File: src/design/pcn_pkg.sv
`timescale 1ns / 1ps
package pcn_pkg;
  localparam int unsigned ColumnDepth = 64;
  localparam int unsigned AddrW = $clog2(ColumnDepth);
  localparam int unsigned CountW = $clog2(ColumnDepth + 1);
  localparam int unsigned ValueW = 16;
  localparam int unsigned IndexW = 6;
  localparam int unsigned SumW = 20;
  localparam int unsigned RunW = 23;
  localparam int unsigned DivW = 32;
  localparam int unsigned DenW = RunW;
  localparam int unsigned CfgW = 20;
  localparam int unsigned CfgIdxW = 2;
  localparam int unsigned OneQ15 = 32768;
  localparam int unsigned NormTol = 3;
  localparam int unsigned TotalReset = 32768;

  typedef enum logic [CfgIdxW-1:0] {
    CFG_VIRTUAL = 2'd0,
    CFG_TOTAL   = 2'd1,
    CFG_MIN     = 2'd2
  } cfg_index_e;

  typedef enum logic [3:0] {
    OP_NONE,
    OP_LOAD,
    OP_READ,
    OP_MISS_WR,
    OP_FILL_DIV,
    OP_FILL_WR,
    OP_SCALE_MUL,
    OP_SCALE_DIV,
    OP_SCALE_WR,
    OP_VIRT_WR,
    OP_OUT_LD
  } dp_op_e;

  typedef struct packed {
    dp_op_e           op;
    logic [AddrW-1:0] addr;
    logic             store;
    logic             first;
    logic [AddrW-1:0] den;
  } dp_cmd_t;

  typedef struct packed {
    logic [IndexW-1:0] idx;
    logic              virt;
    logic              sum_low;
    logic              fill_en;
    logic              scale_need;
    logic              div_done;
  } dp_status_t;
endpackage

File: src/design/pcn_in_if.sv
`timescale 1ns / 1ps
interface pcn_in_if;
  logic                          valid;
  logic                          ready;
  logic [pcn_pkg::ValueW-1:0]    value_in;
  logic [pcn_pkg::IndexW-1:0]    loop_index;
  logic [pcn_pkg::SumW-1:0]      added_sum;
  logic                          virtual_used;
  logic                          last_element;
  modport source (output valid, value_in, loop_index, added_sum, virtual_used, last_element,
                  input ready);
  modport sink (input valid, value_in, loop_index, added_sum, virtual_used, last_element,
                output ready);
endinterface

File: src/design/pcn_out_if.sv
`timescale 1ns / 1ps
interface pcn_out_if;
  logic                       valid;
  logic                       ready;
  logic [pcn_pkg::ValueW-1:0] value_out;
  logic                       last_out;
  modport source (output valid, value_out, last_out, input ready);
  modport sink (input valid, value_out, last_out, output ready);
endinterface

File: src/design/pcn_ram.sv
`timescale 1ns / 1ps
module pcn_ram #(
  parameter int unsigned Width = 16,
  parameter int unsigned Depth = 64
) (
  input  logic                     clk_i,
  input  logic                     we_i,
  input  logic [$clog2(Depth)-1:0] waddr_i,
  input  logic [Width-1:0]         wdata_i,
  input  logic [$clog2(Depth)-1:0] raddr_i,
  output logic [Width-1:0]         rdata_o
);
  logic [Width-1:0] mem_q [Depth];

  always_ff @(posedge clk_i) begin
    if (we_i) begin
      mem_q[waddr_i] <= wdata_i;
    end
    rdata_o <= mem_q[raddr_i];
  end
endmodule

File: src/design/pcn_divider.sv
`timescale 1ns / 1ps
module pcn_divider (
  input  logic                     clk_i,
  input  logic                     rst_ni,
  input  logic                     start_i,
  input  logic [pcn_pkg::DivW-1:0] num_i,
  input  logic [pcn_pkg::DenW-1:0] den_i,
  output logic                     done_o,
  output logic [pcn_pkg::DivW-1:0] quo_o
);
  localparam int unsigned CntW = $clog2(pcn_pkg::DivW);

  logic                      busy_q, done_q;
  logic [CntW-1:0]           cnt_q;
  logic [pcn_pkg::DenW-1:0]  rem_q, den_q;
  logic [pcn_pkg::DivW-1:0]  quo_q;
  logic [pcn_pkg::DenW:0]    shifted, diff;

  assign shifted = {rem_q, quo_q[pcn_pkg::DivW-1]};
  assign diff    = shifted - {1'b0, den_q};

  always_ff @(posedge clk_i or negedge rst_ni) begin
    if (!rst_ni) begin
      busy_q <= 1'b0;
      done_q <= 1'b0;
      cnt_q  <= '0;
    end else begin
      done_q <= 1'b0;
      if (start_i) begin
        busy_q <= 1'b1;
        cnt_q  <= '0;
      end else if (busy_q) begin
        cnt_q <= cnt_q + 1'b1;
        if (cnt_q == CntW'(pcn_pkg::DivW - 1)) begin
          busy_q <= 1'b0;
          done_q <= 1'b1;
        end
      end
    end
  end

  always_ff @(posedge clk_i) begin
    if (start_i) begin
      rem_q <= '0;
      den_q <= den_i;
      quo_q <= num_i;
    end else if (busy_q) begin
      if (!diff[pcn_pkg::DenW]) begin
        rem_q <= diff[pcn_pkg::DenW-1:0];
        quo_q <= {quo_q[pcn_pkg::DivW-2:0], 1'b1};
      end else begin
        rem_q <= shifted[pcn_pkg::DenW-1:0];
        quo_q <= {quo_q[pcn_pkg::DivW-2:0], 1'b0};
      end
    end
  end

  assign done_o = done_q;
  assign quo_o  = quo_q;
endmodule

File: src/design/pcn_datapath.sv
`timescale 1ns / 1ps
module pcn_datapath (
  input  logic                        clk_i,
  input  logic                        rst_ni,
  input  logic                        cfg_we_i,
  input  logic [pcn_pkg::CfgIdxW-1:0] cfg_index_i,
  input  logic [pcn_pkg::CfgW-1:0]    cfg_data_i,
  input  logic [pcn_pkg::ValueW-1:0]  value_in_i,
  input  logic [pcn_pkg::IndexW-1:0]  loop_index_i,
  input  logic [pcn_pkg::SumW-1:0]    added_sum_i,
  input  logic                        virtual_used_i,
  input  pcn_pkg::dp_cmd_t            cmd_i,
  output pcn_pkg::dp_status_t         status_o,
  output logic [pcn_pkg::ValueW-1:0]  value_out_o
);
  localparam int unsigned BaseW = pcn_pkg::SumW + 2;
  localparam int unsigned WideW = pcn_pkg::RunW + 1;

  logic [pcn_pkg::ValueW-1:0] vp_q, min_q, out_q, rdata;
  logic [pcn_pkg::SumW-1:0]   total_q;
  logic [pcn_pkg::IndexW-1:0] idx_q;
  logic                       virt_q;
  logic [pcn_pkg::RunW-1:0]   sum_q, sum_d;
  logic [pcn_pkg::DivW-1:0]   prod_q, quo, div_num;
  logic [pcn_pkg::DenW-1:0]   div_den;
  logic                       div_start, div_done;

  logic signed [BaseW-1:0]    base_s;
  logic signed [WideW-1:0]    sum_s, delta_s;
  logic [WideW-1:0]           miss_wide;
  logic [pcn_pkg::ValueW-1:0] miss_val, vp_used, m_val, scaled;
  logic signed [pcn_pkg::ValueW+1:0] m_wide;
  logic [WideW-1:0]           sum_u, m_u;
  logic                       we;
  logic [pcn_pkg::AddrW-1:0]  waddr;
  logic [pcn_pkg::ValueW-1:0] wdata;

  assign base_s  = signed'(BaseW'(total_q)) - signed'(BaseW'(vp_q));
  assign sum_s   = signed'({1'b0, sum_q});
  assign delta_s = WideW'(base_s) - sum_s;
  assign miss_wide = WideW'(rdata) + WideW'(delta_s);
  assign miss_val  = (miss_wide > WideW'({pcn_pkg::ValueW{1'b1}})) ? '1
                                                                    : miss_wide[pcn_pkg::ValueW-1:0];

  assign vp_used = virt_q ? vp_q : '0;
  assign m_wide  = signed'((pcn_pkg::ValueW+2)'(pcn_pkg::OneQ15))
                 - signed'((pcn_pkg::ValueW+2)'(vp_used));
  assign m_val   = m_wide[pcn_pkg::ValueW+1] ? '0 : m_wide[pcn_pkg::ValueW-1:0];
  assign sum_u   = WideW'(sum_q);
  assign m_u     = WideW'(m_val);

  always_comb begin
    scaled = '0;
    if (sum_q != '0) begin
      scaled = (quo > pcn_pkg::DivW'({pcn_pkg::ValueW{1'b1}})) ? '1
                                                                 : quo[pcn_pkg::ValueW-1:0];
    end
    if (scaled < min_q) begin
      scaled = '0;
    end
  end

  assign div_start = (cmd_i.op == pcn_pkg::OP_FILL_DIV) || (cmd_i.op == pcn_pkg::OP_SCALE_DIV);
  assign div_num   = (cmd_i.op == pcn_pkg::OP_FILL_DIV)
                   ? pcn_pkg::DivW'(pcn_pkg::SumW'(pcn_pkg::OneQ15) - total_q) : prod_q;
  assign div_den   = (cmd_i.op == pcn_pkg::OP_FILL_DIV) ? pcn_pkg::DenW'(cmd_i.den) : sum_q;

  pcn_divider u_div (
    .clk_i,
    .rst_ni,
    .start_i (div_start),
    .num_i   (div_num),
    .den_i   (div_den),
    .done_o  (div_done),
    .quo_o   (quo)
  );

  always_comb begin
    we    = 1'b0;
    waddr = cmd_i.addr;
    wdata = rdata;
    sum_d = sum_q;
    case (cmd_i.op)
      pcn_pkg::OP_LOAD: begin
        we    = cmd_i.store;
        wdata = value_in_i;
        if (cmd_i.first) begin
          sum_d = pcn_pkg::RunW'(added_sum_i);
        end
      end
      pcn_pkg::OP_MISS_WR: begin
        we    = 1'b1;
        wdata = miss_val;
        sum_d = pcn_pkg::RunW'(base_s);
      end
      pcn_pkg::OP_FILL_WR: begin
        if (rdata == '0) begin
          we    = 1'b1;
          wdata = quo[pcn_pkg::ValueW-1:0];
          sum_d = sum_q + pcn_pkg::RunW'(quo[pcn_pkg::ValueW-1:0]);
        end
      end
      pcn_pkg::OP_SCALE_WR: begin
        we    = 1'b1;
        wdata = scaled;
      end
      pcn_pkg::OP_VIRT_WR: begin
        we    = 1'b1;
        wdata = vp_q;
      end
      default: begin
      end
    endcase
  end

  pcn_ram #(
    .Width (pcn_pkg::ValueW),
    .Depth (pcn_pkg::ColumnDepth)
  ) u_store (
    .clk_i,
    .we_i    (we),
    .waddr_i (waddr),
    .wdata_i (wdata),
    .raddr_i (cmd_i.addr),
    .rdata_o (rdata)
  );

  always_ff @(posedge clk_i or negedge rst_ni) begin
    if (!rst_ni) begin
      vp_q    <= '0;
      total_q <= pcn_pkg::SumW'(pcn_pkg::TotalReset);
      min_q   <= '0;
      idx_q   <= '0;
      virt_q  <= 1'b0;
      sum_q   <= '0;
    end else begin
      if (cfg_we_i) begin
        case (cfg_index_i)
          pcn_pkg::CFG_VIRTUAL: vp_q    <= cfg_data_i[pcn_pkg::ValueW-1:0];
          pcn_pkg::CFG_TOTAL:   total_q <= cfg_data_i[pcn_pkg::SumW-1:0];
          pcn_pkg::CFG_MIN:     min_q   <= cfg_data_i[pcn_pkg::ValueW-1:0];
          default: begin
          end
        endcase
      end
      if (cmd_i.op == pcn_pkg::OP_LOAD && cmd_i.first) begin
        idx_q  <= loop_index_i;
        virt_q <= virtual_used_i;
      end
      sum_q <= sum_d;
    end
  end

  always_ff @(posedge clk_i) begin
    if (cmd_i.op == pcn_pkg::OP_SCALE_MUL) begin
      prod_q <= pcn_pkg::DivW'(rdata) * pcn_pkg::DivW'(m_val);
    end
    if (cmd_i.op == pcn_pkg::OP_OUT_LD) begin
      out_q <= rdata;
    end
  end

  assign status_o.idx        = idx_q;
  assign status_o.virt       = virt_q;
  assign status_o.sum_low    = sum_s < WideW'(base_s);
  assign status_o.fill_en    = total_q < pcn_pkg::SumW'(pcn_pkg::OneQ15);
  assign status_o.scale_need = (sum_u + WideW'(pcn_pkg::NormTol) < m_u)
                            || (sum_u > m_u + WideW'(pcn_pkg::NormTol));
  assign status_o.div_done   = div_done;
  assign value_out_o         = out_q;
endmodule

File: src/design/pcn_controller.sv
`timescale 1ns / 1ps
module pcn_controller (
  input  logic                clk_i,
  input  logic                rst_ni,
  input  logic                in_valid_i,
  input  logic                in_last_i,
  output logic                in_ready_o,
  output logic                out_valid_o,
  output logic                out_last_o,
  input  logic                out_ready_i,
  input  pcn_pkg::dp_status_t status_i,
  output pcn_pkg::dp_cmd_t    cmd_o
);
  typedef enum logic [4:0] {
    ST_LOAD, ST_MISS_RD, ST_MISS_WR, ST_FILL_DIV, ST_FILL_WAIT, ST_FILL_RD, ST_FILL_WR,
    ST_SCALE_CHK, ST_SCALE_RD, ST_SCALE_MUL, ST_SCALE_DIV, ST_SCALE_WAIT, ST_SCALE_WR,
    ST_VIRT, ST_OUT_RD, ST_OUT_LD, ST_OUT_WAIT
  } state_e;

  localparam int unsigned CmpW = pcn_pkg::IndexW + 1;

  state_e                     state_q, state_d;
  logic [pcn_pkg::CountW-1:0] count_q, count_d, n_q, n_d, j_q, j_d, start;
  logic                       valid_q, valid_d, last_q, last_d;
  logic                       idx_ok, at_end, j_last;

  assign start  = status_i.virt ? pcn_pkg::CountW'(1) : '0;
  assign idx_ok = CmpW'(status_i.idx) < CmpW'(n_q);
  assign at_end = j_q >= n_q;
  assign j_last = (j_q + 1'b1) == n_q;

  always_comb begin
    state_d   = state_q;
    count_d   = count_q;
    n_d       = n_q;
    j_d       = j_q;
    valid_d   = valid_q;
    last_d    = last_q;
    cmd_o     = '0;
    cmd_o.op  = pcn_pkg::OP_NONE;
    cmd_o.addr = j_q[pcn_pkg::AddrW-1:0];
    cmd_o.den  = pcn_pkg::AddrW'(n_q - 1'b1);
    case (state_q)
      ST_LOAD: begin
        if (in_valid_i) begin
          cmd_o.op    = pcn_pkg::OP_LOAD;
          cmd_o.addr  = count_q[pcn_pkg::AddrW-1:0];
          cmd_o.first = count_q == '0;
          cmd_o.store = count_q < pcn_pkg::CountW'(pcn_pkg::ColumnDepth);
          if (cmd_o.store) begin
            count_d = count_q + 1'b1;
          end
          if (in_last_i) begin
            n_d     = count_d;
            state_d = ST_MISS_RD;
          end
        end
      end
      ST_MISS_RD: begin
        cmd_o.addr = status_i.idx[pcn_pkg::AddrW-1:0];
        if (status_i.sum_low && idx_ok) begin
          cmd_o.op = pcn_pkg::OP_READ;
          state_d  = ST_MISS_WR;
        end else begin
          state_d = ST_FILL_DIV;
        end
      end
      ST_MISS_WR: begin
        cmd_o.addr = status_i.idx[pcn_pkg::AddrW-1:0];
        cmd_o.op   = pcn_pkg::OP_MISS_WR;
        state_d    = ST_FILL_DIV;
      end
      ST_FILL_DIV: begin
        j_d = start;
        if (status_i.fill_en && n_q > pcn_pkg::CountW'(1)) begin
          cmd_o.op = pcn_pkg::OP_FILL_DIV;
          state_d  = ST_FILL_WAIT;
        end else begin
          state_d = ST_SCALE_CHK;
        end
      end
      ST_FILL_WAIT: begin
        if (status_i.div_done) begin
          state_d = ST_FILL_RD;
        end
      end
      ST_FILL_RD: begin
        if (at_end) begin
          state_d = ST_SCALE_CHK;
        end else begin
          cmd_o.op = pcn_pkg::OP_READ;
          state_d  = ST_FILL_WR;
        end
      end
      ST_FILL_WR: begin
        cmd_o.op = pcn_pkg::OP_FILL_WR;
        j_d      = j_q + 1'b1;
        state_d  = ST_FILL_RD;
      end
      ST_SCALE_CHK: begin
        j_d     = start;
        state_d = status_i.scale_need ? ST_SCALE_RD : ST_VIRT;
      end
      ST_SCALE_RD: begin
        if (at_end) begin
          state_d = ST_VIRT;
        end else begin
          cmd_o.op = pcn_pkg::OP_READ;
          state_d  = ST_SCALE_MUL;
        end
      end
      ST_SCALE_MUL: begin
        cmd_o.op = pcn_pkg::OP_SCALE_MUL;
        state_d  = ST_SCALE_DIV;
      end
      ST_SCALE_DIV: begin
        cmd_o.op = pcn_pkg::OP_SCALE_DIV;
        state_d  = ST_SCALE_WAIT;
      end
      ST_SCALE_WAIT: begin
        if (status_i.div_done) begin
          state_d = ST_SCALE_WR;
        end
      end
      ST_SCALE_WR: begin
        cmd_o.op = pcn_pkg::OP_SCALE_WR;
        j_d      = j_q + 1'b1;
        state_d  = ST_SCALE_RD;
      end
      ST_VIRT: begin
        cmd_o.addr = '0;
        if (status_i.virt) begin
          cmd_o.op = pcn_pkg::OP_VIRT_WR;
        end
        j_d     = '0;
        state_d = ST_OUT_RD;
      end
      ST_OUT_RD: begin
        cmd_o.op = pcn_pkg::OP_READ;
        state_d  = ST_OUT_LD;
      end
      ST_OUT_LD: begin
        cmd_o.op = pcn_pkg::OP_OUT_LD;
        valid_d  = 1'b1;
        last_d   = j_last;
        state_d  = ST_OUT_WAIT;
      end
      ST_OUT_WAIT: begin
        if (out_ready_i) begin
          valid_d = 1'b0;
          if (last_q) begin
            count_d = '0;
            state_d = ST_LOAD;
          end else begin
            j_d     = j_q + 1'b1;
            state_d = ST_OUT_RD;
          end
        end
      end
      default: begin
        state_d = ST_LOAD;
      end
    endcase
  end

  always_ff @(posedge clk_i or negedge rst_ni) begin
    if (!rst_ni) begin
      state_q <= ST_LOAD;
      count_q <= '0;
      n_q     <= '0;
      j_q     <= '0;
      valid_q <= 1'b0;
      last_q  <= 1'b0;
    end else begin
      state_q <= state_d;
      count_q <= count_d;
      n_q     <= n_d;
      j_q     <= j_d;
      valid_q <= valid_d;
      last_q  <= last_d;
    end
  end

  assign in_ready_o  = state_q == ST_LOAD;
  assign out_valid_o = valid_q;
  assign out_last_o  = last_q;
endmodule

File: src/design/probability_column_normalizer_top.sv
`timescale 1ns / 1ps
// Loading stores up to 64 values; the last transaction starts normalization of N entries.
// Normalization: a missing-mass correction, a residual fill of zero entries
// (serial divider, one quotient bit per cycle), and a per-entry rescale.
// Output: entries are registered and held until taken; throughput is one column at a time.
// Reset is asynchronous, active low: control and config registers reset, the column
// store is not cleared.
module probability_column_normalizer_top (
  input  logic                        clk_i,
  input  logic                        rst_ni,
  input  logic                        cfg_we_i,
  input  logic [pcn_pkg::CfgIdxW-1:0] cfg_index_i,
  input  logic [pcn_pkg::CfgW-1:0]    cfg_data_i,
  pcn_in_if.sink                      in_i,
  pcn_out_if.source                   out_o
);
  pcn_pkg::dp_cmd_t    cmd;
  pcn_pkg::dp_status_t status;

  pcn_controller u_ctrl (
    .clk_i,
    .rst_ni,
    .in_valid_i  (in_i.valid),
    .in_last_i   (in_i.last_element),
    .in_ready_o  (in_i.ready),
    .out_valid_o (out_o.valid),
    .out_last_o  (out_o.last_out),
    .out_ready_i (out_o.ready),
    .status_i    (status),
    .cmd_o       (cmd)
  );

  pcn_datapath u_dp (
    .clk_i,
    .rst_ni,
    .cfg_we_i,
    .cfg_index_i,
    .cfg_data_i,
    .value_in_i     (in_i.value_in),
    .loop_index_i   (in_i.loop_index),
    .added_sum_i    (in_i.added_sum),
    .virtual_used_i (in_i.virtual_used),
    .cmd_i          (cmd),
    .status_o       (status),
    .value_out_o    (out_o.value_out)
  );
endmodule

File: src/flat_wrapper.sv
// flat-port wrapper written by rule: the top's interface ports become plain ports
module probability_column_normalizer_top_flat 
  (clk_i, rst_ni, cfg_we_i, cfg_index_i, cfg_data_i, in_i_valid, in_i_value_in, in_i_loop_index, in_i_added_sum, in_i_virtual_used, in_i_last_element, in_i_ready, out_o_valid, out_o_value_out, out_o_last_out, out_o_ready);
  pcn_in_if in_i_i ();
  pcn_out_if out_o_i ();
  input  logic clk_i;
  input  logic rst_ni;
  input  logic cfg_we_i;
  input  logic [pcn_pkg::CfgIdxW-1:0] cfg_index_i;
  input  logic [pcn_pkg::CfgW-1:0] cfg_data_i;
  input wire logic [$bits(in_i_i.valid)-1:0] in_i_valid;
  input wire logic [$bits(in_i_i.value_in)-1:0] in_i_value_in;
  input wire logic [$bits(in_i_i.loop_index)-1:0] in_i_loop_index;
  input wire logic [$bits(in_i_i.added_sum)-1:0] in_i_added_sum;
  input wire logic [$bits(in_i_i.virtual_used)-1:0] in_i_virtual_used;
  input wire logic [$bits(in_i_i.last_element)-1:0] in_i_last_element;
  output wire logic [$bits(in_i_i.ready)-1:0] in_i_ready;
  output wire logic [$bits(out_o_i.valid)-1:0] out_o_valid;
  output wire logic [$bits(out_o_i.value_out)-1:0] out_o_value_out;
  output wire logic [$bits(out_o_i.last_out)-1:0] out_o_last_out;
  input wire logic [$bits(out_o_i.ready)-1:0] out_o_ready;
  assign in_i_i.valid = in_i_valid;
  assign in_i_i.value_in = in_i_value_in;
  assign in_i_i.loop_index = in_i_loop_index;
  assign in_i_i.added_sum = in_i_added_sum;
  assign in_i_i.virtual_used = in_i_virtual_used;
  assign in_i_i.last_element = in_i_last_element;
  assign in_i_ready = in_i_i.ready;
  assign out_o_valid = out_o_i.valid;
  assign out_o_value_out = out_o_i.value_out;
  assign out_o_last_out = out_o_i.last_out;
  assign out_o_i.ready = out_o_ready;
  probability_column_normalizer_top u_core (.clk_i(clk_i), .rst_ni(rst_ni), .cfg_we_i(cfg_we_i), .cfg_index_i(cfg_index_i), .cfg_data_i(cfg_data_i), .in_i(in_i_i), .out_o(out_o_i));
endmodule
File: config.mk
export PLATFORM = sky130hd
export DESIGN_NAME = probability_column_normalizer_top_flat
export DESIGN_NICKNAME = d
export VERILOG_FILES = /design/src/design/pcn_pkg.sv /design/src/design/pcn_in_if.sv /design/src/design/pcn_out_if.sv /design/src/design/pcn_ram.sv /design/src/design/pcn_divider.sv /design/src/design/pcn_datapath.sv /design/src/design/pcn_controller.sv /design/src/design/probability_column_normalizer_top.sv /design/src/flat_wrapper.sv
export SDC_FILE = /design/constraint.sdc
export NUM_CORES = 2
export LEC_CHECK = 0
export ABC_AREA = 1
export BUFFER_PORTS_ARGS = -buffer_cell sky130_fd_sc_hd__buf_2
export CAP_MARGIN = 0
export CORE_UTILIZATION = 69
export DETAILED_ROUTE_END_ITERATION = 8
export HOLD_SLACK_MARGIN = 0.06
export PLACE_DENSITY = 0.86
export SYNTH_ARGS = -nofsm -noshare
export SYNTH_HDL_FRONTEND = slang
export SYNTH_SLANG_ARGS = --single-unit
File: constraint.sdc
create_clock -name clk_i -period 13.6 [get_ports clk_i]
set_input_delay 2.04 -clock clk_i [delete_from_list [all_inputs] [get_ports clk_i]]
set_output_delay 2.04 -clock clk_i [all_outputs]
set_load 0.02 [all_outputs]
Word level (Yosys, flattened, before mapping):

Memory sizes are Yosys's and may differ from the RTL's. A register that Yosys moved wholly into a read port is not among the register bits.
Index checks and enable logic that the tools add are counted.

* register bits after elaboration: 243
* memory bits (writable): 1024
* input port bits: 71
* output and inout port bits: 19
* word-level logic and storage cells: 174
* memories: 1

Memories
* u_core.u_dp.u_store.mem_q: words 64, bits a word 16, rd ports 1, clocked after Yosys merged registers in 1, write ports 1, RTL line pcn_ram.sv:13 `logic [Width-1:0] mem_q [Depth];`

* add/sub/neg operators: 13
* $mul: 1
* magnitude comparators: 11
* eq/ne operators: 38
* muxes and demuxes: 60
* reductions and logical operators: 29

Operator list (count)
* $mux W16: 7
* $mux W32: 3
* $pmux W5 S17: 1
* $pmux W16 S5: 1
* $mux W23: 3
* $pmux W23 S3: 1
* $pmux W4 S12: 1
* $mux W7: 6
* $eq A5 B4 Y1 const B: 8
* $mux W5: 7
* $gt A32 B16 Y1 const B: 1
* $mul A16 B16 Y32: 1
* $pmux W7 S4: 1
* $add A16 B24 Y24: 1
* $add A23 B2 Y24 const B: 1
* $gt A24 B16 Y1 const B: 1
* $lt A24 B16 Y1: 1
* $lt A24 B21 Y1: 1
* $sub A21 B24 Y24: 1
* $sub A24 B23 Y24: 1
* $add A23 B16 Y23: 1
* $gt A23 B17 Y1: 1
* $reduce_bool A23 Y1: 1
* $sub A16 B20 Y21 const A: 1
* other kinds (49): 100

Logic depth before layout (Yosys ltp):

* depth in word-level cells: 10
* depth in mapped cells: 37
* gate-level depth less buffers: 35

Modules after synthesis:

From an unflattened synthesis, not the netlist that was laid out.

* cell total of the unflattened synthesis: 7739
* area, all modules: 72065.4 µm²

By module, submodules not included
* pcn_ram: instances 1, cells each 3517, area an instance 42099.1 µm², seq. area each 31069.8 µm²
* pcn_datapath: instances 1, cells each 3139, area an instance 22331.4 µm², seq. area each 3494.6 µm²
* pcn_divider: instances 1, cells each 730, area an instance 5211.2 µm², seq. area each 2287.2 µm²
* pcn_controller: instances 1, cells each 353, area an instance 2423.6 µm², seq. area each 700.7 µm²

Worst setup path before layout:

OpenSTA, ideal clock, no wires.

* kind: flip-flop to flip-flop
* from: register u_core.u_dp.virt_q
* to: register u_core.u_dp.prod_q[25] (netlist name) (data pin)
* setup time: 259 ps
* arrival time: 6780 ps
* data required time: 13341 ps
* slack: 6561 ps
* stages on the path, launching flop included: 35
* buffers on the path: 3
* clock period less this slack: 7039 ps
* path through: dfrtp_1 buf_2 nand2_1 ha_1 inv_1 nor2_1 nand3_1 inv_1 nand2_2 o21ai_4 buf_6 nand3_2 clkinv_1 buf_2 nand2_1 fa_1 inv_1 fa_1 inv_1 fa_1 inv_1 fa_1 fa_1 inv_1 fa_1 inv_1 ha_1 nand2_1 inv_1 nand3_1 nor4_1 nor2_1 o21ai_0 a21oi_1 xnor2_1

* cells in the longest elaborated chain, start to end: 4

Ends and longest elaborated chain
* start: declaration: RTL line pcn_datapath.sv:22 `logic virt_q;`
* start signal: assignment: RTL line pcn_datapath.sv:148 `virt_q <= virtual_used_i;`
* $mux W16: RTL line pcn_datapath.sv:45 `assign vp_used = virt_q ? vp_q : '0;`
* $sub A16 B16 Y17: RTL line pcn_datapath.sv:47 `- signed'((pcn_pkg::ValueW+2)'(vp_used));`
* $mux W16: RTL line pcn_datapath.sv:48 `assign m_val = m_wide[pcn_pkg::ValueW+1] ? '0 : m_wide[pcn_pkg::ValueW-1:0];`
* $mul A16 B16 Y32: RTL line pcn_datapath.sv:156 `prod_q <= pcn_pkg::DivW'(rdata) * pcn_pkg::DivW'(m_val);`
* end signal: assignment: RTL line pcn_datapath.sv:156
* end: declaration: RTL line pcn_datapath.sv:24 `logic [pcn_pkg::DivW-1:0] prod_q, quo, div_num;`

Every way passes these cells.
A chain may end at the register's enable or synchronous reset.

Worst setup path after layout:

* from: register u_core.u_dp.virt_q
* to: register u_core.u_dp.prod_q[20] (netlist name) (data pin)

The elaborated chain is that of the path after synthesis.

==> results.ini <==
[synth]
synth_edf_count=1127
synth_most_common_cell=nand2_1
synthesis.nets=8664
seq_area_frac_synth_pct=52.1
synthXorXnorAreaFrac_pct=1.48
synth_top_family_by_area=simple AND/OR/NAND/NOR gates
synth-seq-cells=1283
yosysWarnings=0
synth_compound_area_share_pct=4.61
synthDistinctLibCells=68
synth_fa_ha_area_share_pct=11.1
synth_area_leaders=edfxtp_1 (47%), nand2_1 (20%), fa_1 (5.9%)
async_reset_ff_share_pct=9.12
synthSimpleGateAreaFrac_pct=25.2
synth_area_mm2=0.0720
synth_top_area_share_pct=47.0
yosys_most_used_dff=edfxtp_1
syn_avg_cell_area_um2=8.91
synth_top_cell_by_area=edfxtp_1
synth_mux_area_share_pct=0
syn_inst=8081
synthTopCellsByCount=nand2_1 (3745), edfxtp_1 (1127), inv_1 (619)

[global_routing]
antenna_found_initial=8
grt_pass1_vias=59700
track_usage_pct=45.7
grt_max_degree=155
grt_pass1_wl_um=359000
overflow=0

[floorplan]
die_h_um=325
start_util_pct=69.6
die-area_mm2=0.106
die_x_um=325
core_mm2=0.103
ios=90
rows=118

[timing]
worst_pin_slew_ns=1.41
setup_violations=0
hold_slack_ns=0.484
fin_crit_ns=8.66
fin_skew_ns=0.0458
grt_setup_unrepaired=no
worst_slack_ns=4.94
max_freq_mhz=115
final.period_utilization_pct=63.7
tns_ns=0
finalHoldViolations=0
maxSlewHeadroom_pct=5.03
maxSlewViolCount=0

[place]
post-place-ws_ns=5.12
placed_area_mm2=0.0740
dp_hpwl_um=155000
io_buffer_count=89
gp_congestion=1.07

[clock_network]
tritoncts_num_sinks=1283
cts_resized=0
hold_buffers=0
root_buffer=clkbuf_16
cts_max_level=4
clk_pin_slew_ns=0.06
clock_latency_ns=0.78
cts_buffers=131
cts_tree=done
clockBufferDepth=3
cts_setup_buffers=0

[critical_path]
crit_top_cell=inv_1
cp.required_ns=14.08
cpPeakStageDelay_ns=0.78
arrival_ns=9.15
worst_setup_path_end_kind=flop
crit_slowest_cell=nand3_1
start_kind=flop
cp_max_fo=22
crit_type=flop to flop

[final_layout]
fin_area_mm2=0.0783
areaGrowthSynthToFinish_pct=8.72
drive_gt1_share_pct=6.65
layout.nets=8724

[route]
routedWlPerCell_um=25.2
viasPerCell=6.33
drcViolationCount=0
final_antenna_net_count=0
via_count=61000
finalWirelength_um=242000
drtIter0Drc=9843
dr.pass1.iters=7

[run]
cap_viol_max_count=0

[run_status]
status=finished clean

[hold_path]
holdCritPathClass=flop to flop

==> metrics by stage <==
stage,util (%),instances
final,75.7,9625
after global routing,75.7,9624
after CTS,75.7,9624
after detailed placement,71.5,9388
after global placement,71.5,9388
after floorplan,-,8081
==> state kept, by name, indices dropped and copies added, names as in the netlist, 5 cells and up <==
name                         cells
u_core.u_dp.vp_q                16
u_core.u_dp.u_div.den_q         23
u_core.u_ctrl.state_q            5
u_core.u_dp.sum_q               23
u_core.u_ctrl.n_q                7
u_core.u_dp.idx_q                6
u_core.u_dp.value_out_o         16
u_core.u_ctrl.j_q                7
u_core.u_dp.prod_q              32
u_core.u_dp.min_q               16
u_core.u_dp.u_div.cnt_q          5
u_core.u_ctrl.count_q            7
u_core.u_dp.u_div.rem_q         23
u_core.u_dp.u_store.mem_q     1024
u_core.u_dp.u_div.quo_o         32
u_core.u_dp.total_q             20
u_core.u_dp.u_store.rdata_o     16
==> worst max-delay path, delay by kind of cell, from the launching register on <==
family / cells / cell delay [ns]
buffers and inverters: 7 / 0.89
AND/OR/NAND/NOR: 8 / 1.99
flip-flops: 1 / 0.65
XOR/XNOR: 1 / 0.09
adder cells (fa/ha/maj): 8 / 3.57
AO/OA/AOI/OAI: 4 / 1.20
==> path summary, 6_finish.rpt <==
kind | from | slack (ns) | depth (start not counted) | end
max | u_core.u_dp.virt_q$_DFFE_PN0P_ | 4.94 | 28 | u_core.u_dp.prod_q[20]$_DFFE_PN_
min | u_core.u_dp.u_div.rem_q[1]$_SDFFE_PN0P_ | 0.48 | 2 | u_core.u_dp.u_div.rem_q[1]$_SDFFE_PN0P_
max reg2reg | u_core.u_dp.virt_q$_DFFE_PN0P_ | 4.94 | 28 | u_core.u_dp.prod_q[20]$_DFFE_PN_
min reg2reg | u_core.u_dp.u_div.rem_q[1]$_SDFFE_PN0P_ | 0.48 | 2 | u_core.u_dp.u_div.rem_q[1]$_SDFFE_PN0P_
max in group asynchronous | rst_ni | 10.79 | 2 | u_core.u_dp.vp_q[12]$_DFFE_PN0P_
min in group asynchronous | rst_ni | 1.37 | 1 | u_core.u_ctrl.j_q[5]$_DFFE_PN0P_
==> cells by family after synthesis <==
kind of cell               count (synthesis)
AOI/OAI and AO/OA                        582
xor gates and xnor gates                 122
adders and majority gates                512
buffers and inverters                    957
DFF                                     1283
other                                      1
and+or+nand+nor                         4624
==> per-layer routing <==
| layer | vias up | track usage (%) | routed length [um] |
|---|---|---|---|
| li1 | 26100 | - | - |
| met2 | 5387 | 70.5 | 108000 |
| met5 | - | 0 | 38 |
| met1 | 28100 | 56.2 | 79600 |
| met3 | 1296 | 9.96 | 31100 |
| met4 | 8 | 36.2 | 23300 |
==> cell usage in the layout (no fill, tap or decap), types with 28 or more instances in the layout <==
master	count
nand2_1	3737
edfxtp_1	1127
inv_1	619
nor2_1	492
ha_1	299
o21ai_0	244
fa_1	213
nand3_1	186
a21oi_1	177
buf_4	144
clkbuf_16	136
dfrtp_1	116
buf_2	88
xor2_1	83
nand4_1	56
nor3_1	42
xnor2_1	39
dfxtp_1	39
o211ai_1	31
clkbuf_1	28
==> area by class of cell <==
type,instances,area (um^2)
clock inverters,69,756
repair buffers,234,1560
flip-flops and latches,1283,37600
diodes,1,2.50
multi-input cells,5841,30700
inverters,650,2450
clock buffers,167,3550
fillers,6611,25200
well taps,1380,1730
Power is left out: the tool's default activity adds up to more than one toggle a clock period on the data nets, which glitch-free logic cannot reach.
